File: config.mk
export PLATFORM = sky130hd
export DESIGN_NAME = lphm_mod
export DESIGN_NICKNAME = d
export VERILOG_FILES = /design/src/hdl/lphm_pkg.sv /design/src/hdl/lphm_mod.sv
export SDC_FILE = /design/constraint.sdc
export NUM_CORES = 1
export LEC_CHECK = 0
export ABC_AREA = 1
export BUFFER_PORTS_ARGS = -buffer_cell sky130_fd_sc_hd__buf_2
export CAP_MARGIN = 40
export CORE_UTILIZATION = 38
export CTS_CLUSTER_SIZE = 14
export DETAILED_ROUTE_END_ITERATION = 16
export HOLD_SLACK_MARGIN = 0.15
export SLEW_MARGIN = 25
export SYNTH_ARGS = -nofsm -noshare
export SYNTH_HDL_FRONTEND = slang
export SYNTH_SLANG_ARGS = --single-unit
File: constraint.sdc
create_clock -name clk -period 2.3 [get_ports clk]
set_input_delay 0.23 -clock clk [delete_from_list [all_inputs] [get_ports clk]]
set_output_delay 0.23 -clock clk [all_outputs]
set_load 0.02 [all_outputs]
File: src/hdl/lphm_pkg.sv
// lphm_pkg: shared widths, status codes and slot entry type for the linear probe hash map
// no dependencies; used by lphm_mod, lphm_table and linear_probe_hash_map
`timescale 1ns / 1ps

package lphm_pkg;

    localparam int CAPACITY = 1024;
    localparam int IDX_W    = $clog2(CAPACITY);
    localparam int SIZE_W   = 11;
    localparam int KEY_W    = 31;
    localparam int VAL_W    = 32;
    localparam int STAT_W   = 3;
    localparam int BIT_CNT_W = $clog2(KEY_W + 1);

    localparam logic [STAT_W-1:0] ST_FOUND     = 3'd0;
    localparam logic [STAT_W-1:0] ST_INSERTED  = 3'd1;
    localparam logic [STAT_W-1:0] ST_UPDATED   = 3'd2;
    localparam logic [STAT_W-1:0] ST_NOT_FOUND = 3'd3;
    localparam logic [STAT_W-1:0] ST_FULL      = 3'd4;

    typedef struct packed {
        logic             used;
        logic [KEY_W-1:0] key;
        logic [VAL_W-1:0] value;
    } entry_t;

    typedef struct packed {
        logic             en;
        logic [IDX_W-1:0] addr;
        entry_t           data;
    } wr_req_t;

endpackage

File: src/hdl/lphm_mod.sv
// lphm_mod: bit-serial restoring remainder unit, key modulo table size
// depends on lphm_pkg; one key bit per cycle
`timescale 1ns / 1ps

module lphm_mod
(
    input  logic                         clk,
    input  logic                         rst_n,
    input  logic                         start,
    input  logic [lphm_pkg::KEY_W-1:0]   dividend,
    input  logic [lphm_pkg::SIZE_W-1:0]  divisor,
    output logic                         done,
    output logic [lphm_pkg::SIZE_W-1:0]  remainder
);

    logic [lphm_pkg::BIT_CNT_W-1:0] cnt_reg, cnt_next;
    logic                           done_reg, done_next;
    logic [lphm_pkg::KEY_W-1:0]     shift_reg, shift_next;
    logic [lphm_pkg::SIZE_W-1:0]    rem_reg, rem_next;
    logic [lphm_pkg::SIZE_W-1:0]    div_reg, div_next;
    logic [lphm_pkg::SIZE_W:0]      trial;

    always_comb
    begin
        cnt_next   = cnt_reg;
        done_next  = 1'b0;
        shift_next = shift_reg;
        rem_next   = rem_reg;
        div_next   = div_reg;
        trial      = {rem_reg, shift_reg[lphm_pkg::KEY_W-1]};
        if (start)
        begin
            cnt_next   = lphm_pkg::BIT_CNT_W'(lphm_pkg::KEY_W);
            shift_next = dividend;
            rem_next   = '0;
            div_next   = divisor;
        end
        else if (cnt_reg != '0)
        begin
            // remainder stays below the divisor, so it fits back in SIZE_W bits
            if (trial >= {1'b0, div_reg})
            begin
                rem_next = lphm_pkg::SIZE_W'(trial - {1'b0, div_reg});
            end
            else
            begin
                rem_next = lphm_pkg::SIZE_W'(trial);
            end
            shift_next = {shift_reg[lphm_pkg::KEY_W-2:0], 1'b0};
            cnt_next   = cnt_reg - 1'b1;
            done_next  = (cnt_reg == lphm_pkg::BIT_CNT_W'(1));
        end
    end

    always_ff @(posedge clk or negedge rst_n)
    begin
        if (!rst_n)
        begin
            cnt_reg  <= '0;
            done_reg <= 1'b0;
        end
        else
        begin
            cnt_reg  <= cnt_next;
            done_reg <= done_next;
        end
    end

    always_ff @(posedge clk)
    begin
        shift_reg <= shift_next;
        rem_reg   <= rem_next;
        div_reg   <= div_next;
    end

    assign done      = done_reg;
    assign remainder = rem_reg;

endmodule

## Yosys cells after proc, flatten, opt, wreduce, memory -nomap -nowiden

Index checks and enable logic that the tools add are counted.

- Add/subtract/negate cells: 2
- Magnitude comparators: 1
- Equal/unequal tests: 1
- Mux-type cells: 7
- Reductions and logical operators: 2

Operators by type and width:

| operator | count |
|---|---|
| 31-bit two-way mux | 2 |
| 12-bit by 11-bit greater-or-equal comparator with 1-bit output | 1 |
| 11-bit two-way mux | 1 |
| 11-bit subtractor | 1 |
| 5-bit two-way mux | 2 |
| 5-bit by 1-bit == test with 1-bit output (second input constant) | 1 |
| 5-bit nonzero test | 1 |
| 5-bit by 1-bit subtractor with 5-bit output (second input constant) | 1 |
| 1-bit two-way mux | 2 |
| 2-bit nonzero test | 1 |

- Flip-flop bits (word level): 59
- Input port bits: 45
- Output and inout bits: 12
- Word-level logic and storage cells: 18

## Logic depth before layout (Yosys ltp)

Gate-level depths: netlist of run 1.

- Depth in word-level cells: 3
- Depth in mapped cells: 15
- Depth with buffers taken out: 14

## Worst setup path before layout of run 1

OpenSTA, ideal clock, no wires.

- Path kind: register to register
- From: register rem_reg, in the netlist remainder[0]
- To: register rem_reg, in the netlist remainder[4]
- Data arrival time: 1.784 ns
- Data required time: 2.151 ns
- Slack: 0.367 ns
- Cell stages (with the launch flop): 14
- Buffers on the path: 1
- Clock period less this slack: 1.933 ns
- Cells stage by stage: dfxtp_1 -> inv_1 -> fa_1 -> inv_1 -> nand2_1 -> nand2_1 -> nand2_2 -> nand2_1 -> nand2_2 -> nand3_2 -> buf_6 -> nand2_1 -> nand3_2 -> o21ai_2

- Word-level cells in the longest chain between the ends: 2
- Elaborated cells on any way between the ends: 3
- Those cells by class: add/sub: 1; order compare: 1; mux: 1

Ends and longest elaborated chain:

| what | RTL line | text |
|---|---|---|
| start, declared | lphm_mod.sv:19 | `logic [lphm_pkg::SIZE_W-1:0] rem_reg, rem_next;` |
| start signal, assigned | lphm_mod.sv:72 | `rem_reg <= rem_next;` |
| 11-bit subtractor / 12-bit by 11-bit greater-or-equal comparator with 1-bit output (equally long branches) | lphm_mod.sv:43, lphm_mod.sv:41 |  |
| 11-bit two-way mux (*) | lphm_mod.sv:41 | `if (trial >= {1'b0, div_reg})` |

Mark *: on every way between the ends. The rest lies on a longest branch, timed or not.
A chain may end at the register's enable or synchronous reset.

## Worst setup path in the final report of run 1

- From: register div_reg[0] (netlist bit)
- To: register rem_reg, in the netlist remainder[0]

- Word-level cells in the longest chain between the ends: 2
- Elaborated cells on any way between the ends: 3
- Those cells by class: add/sub: 1; order compare: 1; mux: 1

Ends and longest elaborated chain:

| what | RTL line | text |
|---|---|---|
| start, declared | lphm_mod.sv:20 | `logic [lphm_pkg::SIZE_W-1:0] div_reg, div_next;` |
| start signal, assigned | lphm_mod.sv:73 | `div_reg <= div_next;` |
| 11-bit subtractor / 12-bit by 11-bit greater-or-equal comparator with 1-bit output (equally long branches) | lphm_mod.sv:43, lphm_mod.sv:41 |  |
| 11-bit two-way mux (*) | lphm_mod.sv:41 |  |

Marked as above.

==> flow_metrics.tcl, run 1 <==
set metrics [dict create \
    largest_reg_flops 31 \
    timing.fmax_mhz 477 \
    status "completed" \
    clock_latency_ns 0.34 \
    drive_gt1_share_pct 20.3 \
    muxShareOfSynthArea_pct 0 \
    synth_compound_area_share_pct 3.02 \
    critical_path.startpoint "div_reg[0]" \
    synthTopCellsByArea "edfxtp_1 38%, nand2_1 19%, inv_1 6.8%" \
    die_y_um 94.9 \
    power_density_nw_per_um2 1010 \
    required_ns 2.50 \
    synth_fp_nets 457 \
    rsz0062_at_grt "no" \
    cts_tree "done" \
    ys_ff_latch 59 \
    maxSlewHeadroom_pct 68.9 \
    synth.distinct_cells 30 \
    finalWirelength_um 7190 \
    cp-start-kind "flip-flop" \
    drc 0 \
    cp-end-kind "flip-flop" \
    regToRegEndpoint "remainder[0]" \
    p_leak_nw 2.11 \
    postRouteAntennaNets 0 \
    finalHoldViolCount 0 \
    via_count 2735 \
    grt_pass1_wl_um 12100 \
    finClkSkew_ns 0.0162 \
    ff2ff_setup_slack_ns 0.20 \
    vias_per_cell 4.65 \
    route.met2.wl_um 3210 \
    grt_pass1_vias 2625 \
    drt_pre_antenna_iters 4 \
    htree_num_levels 3 \
    cts_max_path_buffers 2 \
    post-cts-setup-buffer-count 0 \
    globalRouteOverflowTotal 0 \
    numCtsBuffers 9 \
    nNetsFinal 538 \
    clockRootBuffer "clkbuf_8" \
    synth_top_family_by_area "simple AND/OR/NAND/NOR gates" \
    core-area_um2 8300 \
    insertedDiodeCount 0 \
    synth.avg_cell_area_um2 8.25 \
    grt_util_all_layers_pct 17.7 \
    synth_fa_ha_area_share_pct 5.96 \
    routed.top_layer "met4" \
    grt_max_degree 41 \
    ys_warn_count 0 \
    dieArea_um2 9000 \
    synthXorXnorAreaFrac_pct 0.802 \
    hpwl_um 5120 \
    antenna_found_initial 0 \
    wl_per_cell_um 12.2 \
    worst-r2r-cell-count 12 \
    place_congestion 0.912 \
    critPathArrivalTime_ns 2.29 \
    clk_pin_slew_worst_paths_ns 0.07 \
    layout.cells.non_filler 588 \
    max_cap_viol_count 0 \
    rows 33 \
    tns_ns 0 \
    setup_violations 0 \
    synth_top_area_share_pct 38.5 \
    synthSimpleGateAreaFrac_pct 30.9 \
    report.final.slew_viol_count 0 \
    portBuffers 56 \
    hold_path_class "in -> reg" \
    peakVddDrop_uv 430 \
    period_share_pct 91.1 \
    placed_cells 550 \
    period_needed_ns 2.10 \
    first_iter_violations 165 \
    r2r-start "div_reg[0]" \
    critPathMaxFanout 11 \
    worst_pin_slew_ns 0.466 \
    clock-sinks 59 \
    power_mw 4.11 \
    drt-met1-wl_um 3400 \
    yosys.area.top_type "edfxtp_1" \
    crit_type "reg -> reg" \
    io_pins 57 \
    syn_area_um2 3280 \
    die_w_um 94.9 \
    syn_inst 397 \
    syn_to_final_growth_pct 24.5 \
    initial_core_util_pct 39.5 \
    post-route-util_pct 49.2 \
    yosysSeqAreaShare_pct 49.8 \
    cp-endpoint "remainder[0]" \
    dr_wl_met3_um 472 \
]
[layout make-up]
type / instances / area, µm²
tap: 105 / 131
timing repair buffer: 83 / 538
fill: 810 / 4220
sequential: 59 / 1630
clock buffer: 11 / 141
multi-input combinational: 264 / 1330
clock inverter: 5 / 77.6
inverter: 61 / 229
[cell usage in the layout (no fill, tap or decap), types with 10 or more instances in the layout]
master	count
inv_1	59
ha_1	14
nand4_1	14
clkbuf_8	10
nand3_1	21
dfxtp_1	11
edfxtp_1	42
nand2_1	164
buf_2	56
dlygate4sd3_1	22
[cell families (layout without fill, tap and decap cells)]
kind of cell,count (synthesis),after routing
and+or+nand+nor,229,229
buffers and inverters,74,160
DFF,59,59
AOI/OAI and AO/OA,17,17
adders and majority gates,15,15
xor gates and xnor gates,3,3
[metal layers]
| metal | vias up | GRT usage (%) |
|---|---|---|
| li1 | 1420 | - |
| met1 | 1224 | 23.8 |
| met2 | 80 | 26.7 |
| met3 | 11 | 5.48 |
| met4 | 0 | 6.69 |
| met5 | - | 0 |
[stage by stage]
stage / hold WS, ns / setup slack (ns) / cell area (µm²)
finish: 0.167 / 0.204 / 4080
floorplan: -0.0656 / 0.367 / 3280
global placement: 0.0616 / 0.306 / 3640
detailed placement: 0.0646 / 0.245 / 3640
global route: 0.153 / 0.0431 / 4080
CTS: 0.150 / 0.202 / 4080
[cells in the mapped netlist]
cell type	n
nand2_1	164
inv_1	59
edfxtp_1	42
nand3_1	21
ha_1	14
nand4_1	14
dfxtp_1	11
nand3_2	9
nor2_1	9
nand2_2	7
a21oi_1	6
clkbuf_1	6
dfrtp_1	6
buf_6	4
o21ai_1	4
xor2_1	3
buf_2	2
inv_2	2
nor2_2	2
o21ai_0	2
a21oi_2	1
a22oi_1	1
a31oi_1	1
buf_4	1
fa_1	1
nor2_4	1
nor3_1	1
o21ai_2	1
o31ai_1	1
or2_0	1
[critical path: stages, from the launching register on]
cell      delay (ns)
edfxtp_1        0.37
ha_1            0.22
fa_1            0.43
inv_1           0.12
nand2_1         0.06
nand2_1         0.09
nand2_2         0.06
nand2_1         0.07
nand2_2         0.06
nand3_2         0.23
nand2_1         0.10
nand3_1         0.07
o21ai_1         0.07
[how the worst min path moves through the flow]
stage,start,cells past startpoint,slack [ns],endpoint
2_1_floorplan,rst_n,0,-0.07,cnt_reg[0]
3_3_place_gp,rst_n,1,0.06,cnt_reg[3]
3_5_place_dp,rst_n,1,0.06,cnt_reg[0]
4_1_cts,dividend[14],3,0.15,shift_reg[14]
5_1_grt,dividend[20],3,0.15,shift_reg[20]
6_report,dividend[21],3,0.17,shift_reg[21]
[power breakdown]
part	leakage, nW	switching [mW]	internal, mW	total [mW]
Clock	0.111	0.411	0.637	1.05
Sequential	0.602	0.109	1.30	1.41
Combinational	1.40	1.04	0.616	1.65
[repair_timing]
action | in CTS | in global routing
endpoints found under the setup margin | 0 | 0
hold buffers | 22 | 0
gates resized for setup | 0 | 0
hold endpoints to repair | 27 | 0
Note: power is estimated with default switching activity, not from simulation.
==> run 2: changes to the inputs <==
--- a/config.mk
+++ b/config.mk
@@ -5,7 +5,6 @@
 export SDC_FILE = /design/constraint.sdc
 export NUM_CORES = 1
 export LEC_CHECK = 0
-export ABC_AREA = 1
 export BUFFER_PORTS_ARGS = -buffer_cell sky130_fd_sc_hd__buf_2
 export CAP_MARGIN = 40
 export CORE_UTILIZATION = 38
==> run 2 against run 1 <==
Net effect:
- routed wire length fell by 14%
- final cell count fell by 25%
- critical endpoint is now remainder[10]
- critical path type unchanged
- sequential cell count did not move
- worst setup slack worse by 0.079 ns
==> flow_metrics.tcl, run 2 <==
set metrics [dict create \
    status "completed" \
    p_leak_nw 1.65 \
    via_count 2167 \
    ys_ff_latch 59 \
    critical_path.startpoint "shift_reg[30]" \
    holdWs_ns 0.187 \
    clock-sinks 59 \
    synthFlopType "edfxtp_1" \
    postRouteAntennaNets 0 \
    htree_num_levels 3 \
    antenna_found_initial 0 \
    insertedDiodeCount 0 \
    report.final.slew_viol_count 0 \
    die_w_um 91.7 \
    final_common_cell "buf_2" \
    first_iter_violations 51 \
    setup_violations 0 \
    dieArea_um2 8400 \
    tns_ns 0 \
    max_cap_viol_count 0 \
    drt_pre_antenna_iters 4 \
    required_ns 2.52 \
    io_pins 57 \
    cp-end-kind "flip-flop" \
    yosys.area.top_type "edfxtp_1" \
    synth_fp_nets 306 \
    ys_warn_count 0 \
    die_y_um 91.7 \
    cp-start-kind "flip-flop" \
    portBuffers 56 \
    cts_max_path_buffers 2 \
    period_needed_ns 2.17 \
    initial_core_util_pct 39.3 \
    finalWirelength_um 6190 \
    synth.distinct_cells 51 \
    syn_area_um2 3060 \
    netlist_top_cells_count "42 x edfxtp_1, 30 x mux2_2, 18 x inv_1, 14 x ha_1, 14 x nor2_1" \
    numCtsBuffers 9 \
    hold_path_class "in -> reg" \
    rows 32 \
    peakVddDrop_uv 439 \
    synth_top_area_share_pct 41.3 \
    nNetsFinal 392 \
    synth_edf_count 42 \
    grt_util_all_layers_pct 16.0 \
    r2r-start "shift_reg[30]" \
    critPathMaxFanout 6 \
    drive_gt1_share_pct 39.5 \
    critPathArrivalTime_ns 2.39 \
    drc 0 \
    clockRootBuffer "clkbuf_8" \
    worst_pin_slew_ns 0.413 \
    period_share_pct 94.5 \
    finalHoldViolCount 0 \
    power_density_nw_per_um2 978 \
    grt_pass1_vias 2182 \
    grt_pass1_wl_um 10200 \
    fillers 747 \
    finClkSkew_ns 0.00770 \
    rsz0062_at_grt "no" \
    synth.avg_cell_area_um2 12.4 \
    worstHoldStart "dividend[0]" \
    clk_pin_slew_worst_paths_ns 0.07 \
    grt_max_degree 56 \
    power_mw 3.84 \
    maxSlewHeadroom_pct 72.2 \
    post-route-util_pct 50.5 \
    synthTopCellsByArea "edfxtp_1 41%, mux2_2 11%, dfxtp_1 7.2%" \
    core-area_um2 7770 \
    synthArstFlopShare_pct 10.2 \
    largest_reg_flops 31 \
    yosysSeqAreaShare_pct 53.4 \
    cts_tree "done" \
    synth.most_common_cell "edfxtp_1" \
    crit_type "reg -> reg" \
    hpwl_um 4380 \
    syn_inst 246 \
    wl_per_cell_um 14.1 \
    timing.fmax_mhz 460 \
    final_cell_mix "56 x buf_2, 42 x edfxtp_1, 30 x mux2_2, 18 x inv_1, 14 x nor2_1" \
    globalRouteOverflowTotal 0 \
    syn_to_final_growth_pct 28.4 \
    clock_latency_ns 0.34 \
    place_congestion 0.842 \
    vias_per_cell 4.94 \
]
## run 2: worst paths after layout
check	depth (start not counted)	slack, ns	endpoint
setup / recovery	9	0.13	remainder[10]
hold / removal	2	0.19	shift_reg[0]
setup reg to reg	9	0.13	remainder[10]
hold reg to reg	2	0.51	cnt_reg[4]
max in group asynchronous	2	1.91	cnt_reg[1]
min in group asynchronous	2	0.24	cnt_reg[4]
## run 2: metrics by stage
step / instances / area [µm²] / worst slack [ns]
3_5_place_dp: 408 / 3510 / 0.0149
4_1_cts: 437 / 3870 / 0.000634
5_1_grt: 439 / 3920 / 0.0161
2_1_floorplan: 246 / 3060 / 0.0707
6_report: 439 / 3920 / 0.125
3_3_place_gp: 408 / 3510 / 0.0475
## run 2: per-layer routing
| layer | vias to the layer above | part of all wire [%] | track usage, % |
|---|---|---|---|
| met3 | 7 | 5.5 | 4.98 |
| met2 | 54 | 46 | 24.1 |
| met5 | - | 0 | 0 |
| met1 | 1024 | 47 | 21.1 |
| met4 | 0 | 1.3 | 7.14 |
| li1 | 1082 | - | - |
## run 2: logic make-up (layout without fill, tap and decap cells)
| logic type | Yosys count | in the layout | synth area share, % |
|---|---|---|---|
| adders and majority gates | 15 | 15 | 6.39 |
| AOI/OAI and AO/OA | 47 | 47 | 10.9 |
| DFF | 59 | 59 | 53.4 |
| muxes | 36 | 36 | 13.0 |
| xor gates and xnor gates | 4 | 4 | 1.15 |
| and+or+nand+nor | 60 | 61 | 11.1 |
| buffers and inverters | 25 | 115 | 4.09 |
## run 2: repair_timing
item | 4_1_cts | 5_1_grt
setup buffers | 0 | 2
pin swaps | 2 | 4
gates cloned | 1 | 0
resized for setup | 1 | 6
endpoints found under the hold margin | 17 | 0
hold buffers | 12 | 0
endpoints found under the setup margin | 1 | 11
## run 2: final cells by class
class	count	area (µm²)	share of cell area (%)
sequential	59	1630	41.6
multi-input combinational	163	1350	34.3
timing repair buffer	81	523	13.3
clock buffer	11	141	3.60
tap	102	128	3.25
clock inverter	5	85.1	2.17
inverter	18	67.6	1.72
## run 2: worst max-delay path, stage by stage, from the launching register on
cell,delay (ns)
edfxtp_1,0.32
inv_1,0.05
ha_2,0.20
fa_2,0.34
nand2b_4,0.15
o2bb2ai_2,0.13
a211o_4,0.39
and3_2,0.22
a41oi_2,0.16
o211ai_1,0.09
## run 2: power by group
| group | internal, mW | switching [mW] |
|---|---|---|
| clock network | 0.646 | 0.430 |
| logic | 0.619 | 0.729 |
| registers | 1.30 | 0.113 |
